$ cat src/rtl/sfr_pkg.sv
`default_nettype none
// ----------------------------------------------------------------------------
// sfr_pkg
// Shared constants and types for the streaming find-and-replace block.
// ----------------------------------------------------------------------------
package sfr_pkg;

    localparam int unsigned MAX_BURST       = 16;
    localparam int unsigned BURST_CNT_W     = $clog2(MAX_BURST + 1);
    localparam int unsigned DEF_MAX_PATTERN = 16;
    localparam int unsigned LEN_W           = 5;
    localparam int unsigned CFG_DATA_W      = 64;
    localparam int unsigned CFG_INDEX_W     = 3;

    typedef logic [7:0] byte_t;

    typedef enum logic [CFG_INDEX_W-1:0] {
        REG_PATTERN_LOW        = 3'd0,
        REG_PATTERN_HIGH       = 3'd1,
        REG_PATTERN_LENGTH     = 3'd2,
        REG_REPLACEMENT_LOW    = 3'd3,
        REG_REPLACEMENT_HIGH   = 3'd4,
        REG_REPLACEMENT_LENGTH = 3'd5
    } cfg_index_t;

    // register contents as seen by the datapath
    typedef struct packed {
        byte_t [MAX_BURST-1:0]   pattern;
        logic  [LEN_W-1:0]       pattern_length;
        byte_t [MAX_BURST-1:0]   replacement;
        logic  [BURST_CNT_W-1:0] replacement_length;
    } cfg_t;

    // group of result words produced by one input word
    typedef struct packed {
        byte_t [MAX_BURST-1:0]   data;
        logic  [BURST_CNT_W-1:0] count;
        logic                    last;
        logic                    bare;
    } burst_t;

endpackage
`default_nettype wire

$ cat src/rtl/sfr_if.sv
`default_nettype none
// ----------------------------------------------------------------------------
// sfr_if
// Valid/ready channels of the streaming find-and-replace block.
// ----------------------------------------------------------------------------
interface sfr_in_if import sfr_pkg::*; ();
    logic  valid;
    logic  ready;
    byte_t in_byte;
    logic  in_last;

    modport source (output valid, output in_byte, output in_last, input ready);
    modport sink   (input valid, input in_byte, input in_last, output ready);
endinterface

interface sfr_out_if import sfr_pkg::*; ();
    logic  valid;
    logic  ready;
    byte_t out_byte;
    logic  has_byte;
    logic  out_last;

    modport source (output valid, output out_byte, output has_byte, output out_last,
                    input ready);
    modport sink   (input valid, input out_byte, input has_byte, input out_last,
                    output ready);
endinterface

interface sfr_cfg_if import sfr_pkg::*; ();
    logic                   valid;
    logic                   ready;
    logic [CFG_INDEX_W-1:0] index;
    logic [CFG_DATA_W-1:0]  data;

    modport source (output valid, output index, output data, input ready);
    modport sink   (input valid, input index, input data, output ready);
endinterface
`default_nettype wire

$ cat src/rtl/sfr_cfg.sv
`default_nettype none
// ----------------------------------------------------------------------------
// sfr_cfg
// Configuration register file: pattern, replacement and their lengths.
// ----------------------------------------------------------------------------
module sfr_cfg import sfr_pkg::*;
(
    input  wire logic  clk,
    input  wire logic  rst_n,
    sfr_cfg_if.sink    cfg,
    output cfg_t       settings
);

    logic [CFG_DATA_W-1:0] pat_low_reg;
    logic [CFG_DATA_W-1:0] pat_high_reg;
    logic [LEN_W-1:0]      pat_len_reg;
    logic [CFG_DATA_W-1:0] rep_low_reg;
    logic [CFG_DATA_W-1:0] rep_high_reg;
    logic [LEN_W-1:0]      rep_len_reg;
    logic                  wr_en;

    assign cfg.ready = 1'b1;
    assign wr_en     = cfg.valid && cfg.ready;

    always_ff @(posedge clk or negedge rst_n)
    begin
        if (!rst_n)
        begin
            pat_low_reg  <= '0;
            pat_high_reg <= '0;
            pat_len_reg  <= LEN_W'(1);
            rep_low_reg  <= '0;
            rep_high_reg <= '0;
            rep_len_reg  <= '0;
        end
        else if (wr_en)
        begin
            unique case (cfg_index_t'(cfg.index))
                REG_PATTERN_LOW:        pat_low_reg  <= cfg.data;
                REG_PATTERN_HIGH:       pat_high_reg <= cfg.data;
                REG_PATTERN_LENGTH:     pat_len_reg  <= cfg.data[LEN_W-1:0];
                REG_REPLACEMENT_LOW:    rep_low_reg  <= cfg.data;
                REG_REPLACEMENT_HIGH:   rep_high_reg <= cfg.data;
                REG_REPLACEMENT_LENGTH: rep_len_reg  <= cfg.data[LEN_W-1:0];
                default:                ;
            endcase
        end
    end

    always_comb
    begin
        settings.pattern        = {pat_high_reg, pat_low_reg};
        settings.pattern_length = pat_len_reg;
        settings.replacement    = {rep_high_reg, rep_low_reg};
        // replacement length saturates at the burst size
        if (rep_len_reg > LEN_W'(MAX_BURST))
            settings.replacement_length = BURST_CNT_W'(MAX_BURST);
        else
            settings.replacement_length = BURST_CNT_W'(rep_len_reg);
    end

endmodule
`default_nettype wire

$ cat src/rtl/sfr_window.sv
`default_nettype none
// ----------------------------------------------------------------------------
// sfr_window
// Input register, match window and parallel compare; builds one burst
// of result words per input word.
// ----------------------------------------------------------------------------
module sfr_window import sfr_pkg::*;
#(
    parameter int unsigned MAX_PATTERN = DEF_MAX_PATTERN
)
(
    input  wire logic  clk,
    input  wire logic  rst_n,
    sfr_in_if.sink     item,
    input  wire cfg_t  settings,
    input  wire logic  burst_ready,
    output logic       burst_load,
    output burst_t     burst
);

    localparam int unsigned WIN_DEPTH = (MAX_PATTERN < MAX_BURST) ? MAX_PATTERN : MAX_BURST;
    localparam int unsigned CNT_W     = $clog2(WIN_DEPTH + 1);

    logic                  hold_valid_reg;
    byte_t                 hold_byte_reg;
    logic                  hold_last_reg;

    byte_t [WIN_DEPTH-1:0] win_reg;
    byte_t [WIN_DEPTH-1:0] win_next;
    logic  [CNT_W-1:0]     count_reg;
    logic  [CNT_W-1:0]     count_next;

    logic  [CNT_W-1:0]     len;
    logic  [CNT_W-1:0]     c0;
    logic  [CNT_W-1:0]     c1;
    byte_t [WIN_DEPTH-1:0] w;
    byte_t [MAX_BURST-1:0] wpad;
    logic                  full;
    logic                  match;
    logic                  hit;

    assign burst_load = hold_valid_reg && burst_ready;
    assign item.ready = !hold_valid_reg || burst_ready;

    // input register
    always_ff @(posedge clk or negedge rst_n)
    begin
        if (!rst_n)
            hold_valid_reg <= 1'b0;
        else if (item.valid && item.ready)
            hold_valid_reg <= 1'b1;
        else if (burst_load)
            hold_valid_reg <= 1'b0;
    end

    always_ff @(posedge clk)
    begin
        if (item.valid && item.ready)
        begin
            hold_byte_reg <= item.in_byte;
            hold_last_reg <= item.in_last;
        end
    end

    always_comb
    begin
        // effective pattern length: zero counts as one, longer lengths are clamped to the window
        if (settings.pattern_length == '0)
            len = CNT_W'(1);
        else if (settings.pattern_length > LEN_W'(WIN_DEPTH))
            len = CNT_W'(WIN_DEPTH);
        else
            len = CNT_W'(settings.pattern_length);

        // stale bytes from a shortened pattern are dropped
        c0 = (count_reg >= len) ? '0 : count_reg;
        c1 = c0 + CNT_W'(1);

        for (int i = 0; i < WIN_DEPTH; i++)
            w[i] = (CNT_W'(i) == c0) ? hold_byte_reg : win_reg[i];

        full  = (c1 == len);
        match = 1'b1;
        for (int i = 0; i < WIN_DEPTH; i++)
        begin
            if (CNT_W'(i) < len && w[i] != settings.pattern[i])
                match = 1'b0;
        end
        hit = full && match;

        wpad = '0;
        for (int i = 0; i < WIN_DEPTH; i++)
            wpad[i] = w[i];

        // a miss on a full window emits the oldest byte; on the final word the whole window goes
        burst.data = hit ? settings.replacement : wpad;
        burst.last = hold_last_reg;
        burst.bare = 1'b0;
        if (hit)
            burst.count = settings.replacement_length;
        else if (hold_last_reg)
            burst.count = BURST_CNT_W'(c1);
        else if (full)
            burst.count = BURST_CNT_W'(1);
        else
            burst.count = '0;

        // nothing left for the final word: bare end marker
        if (hold_last_reg && burst.count == '0)
        begin
            burst.data[0] = 8'h00;
            burst.count   = BURST_CNT_W'(1);
            burst.bare    = 1'b1;
        end

        win_next = w;
        if (hit || hold_last_reg)
            count_next = '0;
        else if (full)
        begin
            for (int i = 0; i < WIN_DEPTH - 1; i++)
                win_next[i] = w[i + 1];
            count_next = c0;
        end
        else
            count_next = c1;
    end

    always_ff @(posedge clk or negedge rst_n)
    begin
        if (!rst_n)
            count_reg <= '0;
        else if (burst_load)
            count_reg <= count_next;
    end

    always_ff @(posedge clk)
    begin
        if (burst_load)
            win_reg <= win_next;
    end

endmodule
`default_nettype wire

$ cat src/rtl/sfr_emit.sv
`default_nettype none
// ----------------------------------------------------------------------------
// sfr_emit
// Result register: holds one burst and shifts it out a word per cycle while the receiver is ready.
// ----------------------------------------------------------------------------
module sfr_emit import sfr_pkg::*;
(
    input  wire logic   clk,
    input  wire logic   rst_n,
    input  wire burst_t burst,
    input  wire logic   burst_load,
    output logic        burst_ready,
    sfr_out_if.source   result
);

    byte_t [MAX_BURST-1:0]   data_reg;
    byte_t [MAX_BURST-1:0]   data_next;
    logic  [BURST_CNT_W-1:0] left_reg;
    logic  [BURST_CNT_W-1:0] left_next;
    logic                    last_reg;
    logic                    bare_reg;
    logic                    take;

    assign take            = result.valid && result.ready;
    assign burst_ready     = (left_reg == '0) || (take && left_reg == BURST_CNT_W'(1));
    assign result.valid    = (left_reg != '0);
    assign result.out_byte = data_reg[0];
    assign result.has_byte = !bare_reg;
    assign result.out_last = last_reg && (left_reg == BURST_CNT_W'(1));

    always_comb
    begin
        data_next = data_reg;
        left_next = left_reg;
        if (burst_load)
        begin
            data_next = burst.data;
            left_next = burst.count;
        end
        else if (take)
        begin
            data_next = data_reg >> 8;
            left_next = left_reg - BURST_CNT_W'(1);
        end
    end

    always_ff @(posedge clk or negedge rst_n)
    begin
        if (!rst_n)
            left_reg <= '0;
        else
            left_reg <= left_next;
    end

    always_ff @(posedge clk)
    begin
        data_reg <= data_next;
        if (burst_load)
        begin
            last_reg <= burst.last;
            bare_reg <= burst.bare;
        end
    end

endmodule
`default_nettype wire

$ cat src/rtl/stream_find_replace.sv
`default_nettype none
// ----------------------------------------------------------------------------
// stream_find_replace
// Streaming find-and-replace over a byte stream.
// ----------------------------------------------------------------------------
// Channels: item takes one byte per word with in_last on the buffer's final
// byte; result gives out_byte, has_byte and out_last; cfg writes the pattern,
// the replacement and their lengths by register index. The user must do so
// only while the block idles, which it does not enforce. Non-overlapping
// matches of the pattern are replaced; other bytes pass through in order once
// they can no longer start a match. On the final byte the window is flushed
// and the last word carries out_last, or a bare end marker (has_byte low) is
// sent if the final byte leaves nothing to send. A word accepted into the
// input register is compared there, and its results go to the result
// register, which offers them. Throughput: one word per cycle while each byte
// gives at most one result and the receiver is ready; a byte that completes a
// match occupies the result register until its replacement bytes are taken,
// and the input register takes one more word meanwhile. Reset clears the
// window and all control state and loads the register defaults; no clearing
// pass is needed. When the receiver stalls, the result word holds and the
// input backs up after one word.
// ----------------------------------------------------------------------------
module stream_find_replace import sfr_pkg::*;
#(
    parameter int unsigned MAX_PATTERN = DEF_MAX_PATTERN
)
(
    input  wire logic  clk,
    input  wire logic  rst_n,
    sfr_in_if.sink     item,
    sfr_out_if.source  result,
    sfr_cfg_if.sink    cfg
);

    cfg_t   settings;
    burst_t burst;
    logic   burst_load;
    logic   burst_ready;

    sfr_cfg u_cfg (
        .clk      (clk),
        .rst_n    (rst_n),
        .cfg      (cfg),
        .settings (settings)
    );

    sfr_window #(
        .MAX_PATTERN (MAX_PATTERN)
    ) u_window (
        .clk         (clk),
        .rst_n       (rst_n),
        .item        (item),
        .settings    (settings),
        .burst_ready (burst_ready),
        .burst_load  (burst_load),
        .burst       (burst)
    );

    sfr_emit u_emit (
        .clk         (clk),
        .rst_n       (rst_n),
        .burst       (burst),
        .burst_load  (burst_load),
        .burst_ready (burst_ready),
        .result      (result)
    );

    // an end marker is always a single, final word
    a_bare_final: assert property (@(posedge clk) disable iff (!rst_n)
        burst_load && burst.bare |-> burst.last && burst.count == BURST_CNT_W'(1))
        else $error("bare end marker not alone or not final");

    a_burst_size: assert property (@(posedge clk) disable iff (!rst_n)
        burst_load |-> burst.count <= BURST_CNT_W'(MAX_BURST))
        else $error("burst longer than result register");

    a_marker_last: assert property (@(posedge clk) disable iff (!rst_n)
        result.valid && !result.has_byte |-> result.out_last)
        else $error("byte-less word without out_last");

endmodule
`default_nettype wire

$ cat src/flat_wrapper.sv
// flat-port wrapper written by rule: the top's interface ports become plain ports
module stream_find_replace_flat import sfr_pkg::*;
#(
    parameter int unsigned MAX_PATTERN = DEF_MAX_PATTERN
)
  (clk, rst_n, item_valid, item_in_byte, item_in_last, item_ready, result_valid, result_out_byte, result_has_byte, result_out_last, result_ready, cfg_valid, cfg_index, cfg_data, cfg_ready);
  sfr_in_if item_i ();
  sfr_out_if result_i ();
  sfr_cfg_if cfg_i ();
  input  wire logic clk;
  input  wire logic rst_n;
  input wire logic [$bits(item_i.valid)-1:0] item_valid;
  input wire logic [$bits(item_i.in_byte)-1:0] item_in_byte;
  input wire logic [$bits(item_i.in_last)-1:0] item_in_last;
  output wire logic [$bits(item_i.ready)-1:0] item_ready;
  output wire logic [$bits(result_i.valid)-1:0] result_valid;
  output wire logic [$bits(result_i.out_byte)-1:0] result_out_byte;
  output wire logic [$bits(result_i.has_byte)-1:0] result_has_byte;
  output wire logic [$bits(result_i.out_last)-1:0] result_out_last;
  input wire logic [$bits(result_i.ready)-1:0] result_ready;
  input wire logic [$bits(cfg_i.valid)-1:0] cfg_valid;
  input wire logic [$bits(cfg_i.index)-1:0] cfg_index;
  input wire logic [$bits(cfg_i.data)-1:0] cfg_data;
  output wire logic [$bits(cfg_i.ready)-1:0] cfg_ready;
  assign item_i.valid = item_valid;
  assign item_i.in_byte = item_in_byte;
  assign item_i.in_last = item_in_last;
  assign item_ready = item_i.ready;
  assign result_valid = result_i.valid;
  assign result_out_byte = result_i.out_byte;
  assign result_has_byte = result_i.has_byte;
  assign result_out_last = result_i.out_last;
  assign result_i.ready = result_ready;
  assign cfg_i.valid = cfg_valid;
  assign cfg_i.index = cfg_index;
  assign cfg_i.data = cfg_data;
  assign cfg_ready = cfg_i.ready;
  stream_find_replace #(.MAX_PATTERN(MAX_PATTERN)) u_core (.clk(clk), .rst_n(rst_n), .item(item_i), .result(result_i), .cfg(cfg_i));
endmodule
$ cat config.mk
export PLATFORM = sky130hd
export DESIGN_NAME = stream_find_replace_flat
export DESIGN_NICKNAME = d
export VERILOG_FILES = /design/src/rtl/sfr_pkg.sv /design/src/rtl/sfr_if.sv /design/src/rtl/sfr_cfg.sv /design/src/rtl/sfr_window.sv /design/src/rtl/sfr_emit.sv /design/src/rtl/stream_find_replace.sv /design/src/flat_wrapper.sv
export SDC_FILE = /design/constraint.sdc
export NUM_CORES = 1
export LEC_CHECK = 0
export ABC_AREA = 0
export BUFFER_PORTS_ARGS = -buffer_cell sky130_fd_sc_hd__clkbuf_2
export CORE_MARGIN = 8
export CORE_UTILIZATION = 65
export CTS_CLUSTER_SIZE = 30
export DETAILED_ROUTE_END_ITERATION = 12
export GPL_TIMING_DRIVEN = 0
export PLACE_DENSITY = 0.84
export SLEW_MARGIN = 20
export SYNTH_ARGS = -nofsm -noshare
export SYNTH_HDL_FRONTEND = slang
export SYNTH_SLANG_ARGS = --single-unit
export TNS_END_PERCENT = 50
$ cat constraint.sdc
create_clock -name clk -period 12.8 [get_ports clk]
set_clock_uncertainty 0.1 [all_clocks]
set_input_delay 2.56 -clock clk [delete_from_list [all_inputs] [get_ports clk]]
set_output_delay 2.56 -clock clk [all_outputs]
set_load 0.1 [all_outputs]
==> key figures <==
Clock tree
  – PostCTS Resize Cnt: 0
  – Clk Latency, worst-skew pair: 0.62 ns
  – Clk slew on worst S/H paths: 0.07 ns
  – CTS Sinks: 544
  – Num CTS Buffers: 55
  – Clock Tree Buf Depth: 3
  – Postcts setup bufs: 0
  – Root buf cell: clkbuf_16
  – # H-tree levels: 2
  – CTS tree: built
  – Number of hold buffers added after CTS: 0

Global routing
  – Total GRT Usage: 0.367
  – Vias in the first global route: 20600
  – Largest net degree at the start of global routing: 86
  – Initial antenna violation count: 2
  – GRT overflow: 0
  – First-pass GRT wire length: 134000 um

Min path
  – WHS Path Cells: 1
  – Critical hold path startpoint: u_core.u_cfg.rep_high_reg[52]
  – Worst hold endpoint: u_core.u_cfg.rep_high_reg[52]
  – Min-Delay Path Class: flip-flop to flip-flop

Critical path
  – Crit-path slowest cell: nor4_1
  – R2r endpoint: u_core.u_emit.data_reg[117]
  – CP Capture Type: flip-flop
  – Arr. time, crit path: 8.51 ns
  – R2R cell count: 22
  – Crit start category: flip-flop
  – Reg2Reg Setup Slack: 4.53 ns
  – Req. time, crit path: 13.04 ns
  – Worst setup path category: flip-flop to flip-flop
  – Crit path max fanout: 10
  – RR Startpoint: u_core.u_cfg.pat_len_reg[4]
  – CP max stage delay: 0.79 ns
  – CP cell instances: clkbuf_1, clkinv_1, nand2_1, ha_1, a21oi_2, o21a_1, o21ai_1, nor2_1, ha_1, nand2_1, o21ai_0, buf_2, mux2i_1, a221oi_1, a31oi_1, nor4_1, a41oi_1, nor4b_4, buf_4, buf_6, mux2i_1, o21ai_1

Place
  – Hpwl dp: 65900 um
  – Port Buf Inserts: 92
  – Gp weighted congestion: 1.02
  – Dpl cell area: 0.0292 sq mm

Synth
  – Dominant cells by area after synthesis: edfxtp_1 (29%), dfrtp_1 (25%), mux2i_1 (13%)
  – Cell taking the most area after synthesis: edfxtp_1
  – Post-Syn Area: 0.0278 sq mm
  – Synth Register Bits: 544
  – Yosys warns: 0
  – Ys async rst share: 0.509
  – Netlist cell types: 72
  – Syn Area/Cell: 12.2 sq um
  – Register area share after synthesis: 0.537
  – Net Count, Synth: 2377
  – Post-synth EDFFs: 267
  – Yosys top cell area share: 0.288
  – Synth Flop Type: dfrtp_1
  – Post-Syn Instances: 2284

Die
  – Core footprint: 0.0427 sq mm
  – Initial core utilization: 0.652
  – Ports: 94
  – Die area: 0.0497 sq mm
  – Die extent in y: 223 um
  – # rows: 76
  – Die Wd: 223 um

Detailed routing
  – Remaining DRCs: 0
  – Drt via density: 6.71
  – Routed Antenna Nets: 0
  – Via Count: 20400
  – Drt pass-1 iters: 7
  – Final WL: 92000 um
  – Initial drt markers: 2977
  – WL/cell: 30.3 um

Timing
  – Setup TNS: 0 ns
  – Worst slew margin: 0.116
  – Finish-stage setup viols: 0
  – RSZ-0062 raised after global routing: false
  – Minimum hold slack: 0.408 ns
  – Post-route clock period utilization: 0.646
  – Final Hold Vio Count: 0
  – Max Fclk: 0.121 GHz
  – Worst-margin pin slew: 1.33 ns
  – Post-route minimum period: 8.27 ns
  – Slew Viols, Final: 0

Final layout
  – Most frequent cells in the layout: mux2i_1 (350), dfrtp_1 (276), edfxtp_1 (267)
  – Share of cells above drive strength 1: 0.207
  – Commonest non-fill, non-tap cell in the layout: mux2i_1
  – Final Cell Area: 0.0310 sq mm
  – Max reg flops: 128
  – Antenna fix cells: 0
  – Filler cells: 2957
  – Synth-to-Final Area Change: 11.5%
  – Nets: 2534

Power
  – Leakage power: 12.1 nW
  – Maximum vdd ir drop: 173 uV
  – Pwr dens: 246 mW/mm^2

Flow run
  – Max_cap viols: 0

Run status
  – Status: finished clean
[worst max-delay path: cells and delay by family, from the launching register on]
kind                     cells  cell delay, ns
AO/OA/AOI/OAI                8            2.75
buffers and inverters        5            1.92
AND/OR/NAND/NOR              5            1.77
multiplexers                 2            0.58
adder cells (fa/ha/maj)      2            0.51
flip-flops                   1            0.33
[stage by stage]
stage / utilization / worst slack (ns) / total power, mW / instances
after global routing: 0.727 / 4.47 / 7.86 / 3033
after floorplan: - / 5.36 / 4.81 / 2284
after detailed placement: 0.683 / 4.89 / 5.85 / 2930
after global placement: 0.679 / 1.48 / 5.77 / 2922
final: 0.727 / 4.53 / 7.62 / 3033
after CTS: 0.726 / 4.80 / 7.50 / 3033
[layout make-up]
class | instances | area (sq um) | share of cell area
Buffer | 145 | 788 | 0.0254
Clock buffer | 75 | 1550 | 0.0501
Clock inverter | 28 | 280 | 0.00903
Inverter | 162 | 613 | 0.0198
Multi-Input combinational cell | 1433 | 11500 | 0.371
Sequential cell | 544 | 15000 | 0.482
Tap cell | 546 | 683 | 0.0220
Timing Repair Buffer | 100 | 642 | 0.0207
[power breakdown]
group / leakage, nW / switching, mW / total [mW] / internal (mW)
Combinational: 5.34 / 1.97 / 2.96 / 0.983
Sequential: 5.87 / 0.366 / 3.00 / 2.64
Clock: 0.912 / 0.698 / 1.66 / 0.966
[cell usage after synthesis, types with 8 or more instances]
library cell / instances
mux2i_1: 350
dfrtp_1: 276
edfxtp_1: 267
mux2_2: 258
nand2_1: 178
inv_1: 159
o21ai_1: 117
xnor2_1: 93
clkbuf_1: 83
xor2_1: 73
o21ai_0: 45
nand3_1: 39
nor2_1: 35
a21oi_1: 32
nand4_1: 21
buf_6: 20
a221oi_1: 19
buf_4: 18
nor4_1: 14
buf_2: 13
nor3_1: 13
ha_1: 12
nor2b_1: 12
buf_1: 11
or3_1: 10
o22ai_1: 9
a31oi_1: 8
nand2b_1: 8
[worst max path at each step]
| stage | from | to | slack (ns) | depth (start not counted) |
|---|---|---|---|---|
| 2_1_floorplan | result_ready | u_core.u_emit.result.out_byte[3] | 5.36 | 8 |
| 3_3_place_gp | result_ready | u_core.u_emit.result.out_byte[7] | 1.48 | 9 |
| 3_5_place_dp | u_core.u_cfg.pat_len_reg[4] | u_core.u_emit.data_reg[118] | 4.89 | 22 |
| 4_1_cts | u_core.u_cfg.pat_len_reg[4] | u_core.u_emit.data_reg[118] | 4.80 | 22 |
| 5_1_grt | u_core.u_cfg.pat_len_reg[4] | u_core.u_emit.data_reg[118] | 4.47 | 22 |
| 6_report | u_core.u_cfg.pat_len_reg[4] | u_core.u_emit.data_reg[117] | 4.53 | 22 |
[logic make-up (layout without fill, tap and decap cells)]
group / Yosys count / in the layout / share of synthesized area
flops: 544 / 544 / 0.537
xor+xnor: 166 / 166 / 0.0522
compound gates: 290 / 290 / 0.0646
simple gates: 355 / 355 / 0.0598
buf+inv: 307 / 510 / 0.0498
fa+ha+maj: 12 / 12 / 0.00540
mux: 609 / 609 / 0.231
other cells: 1 / 1 / 0.000135
[layer usage]
metal,global-route usage,share of wire,vias up
met2,0.570,0.45,1401
met1,0.463,0.36,10100
met3,0.0898,0.11,342
met5,0,0.00021,-
li1,-,-,8477
met4,0.223,0.072,2
(Power assumes the default switching activity.)
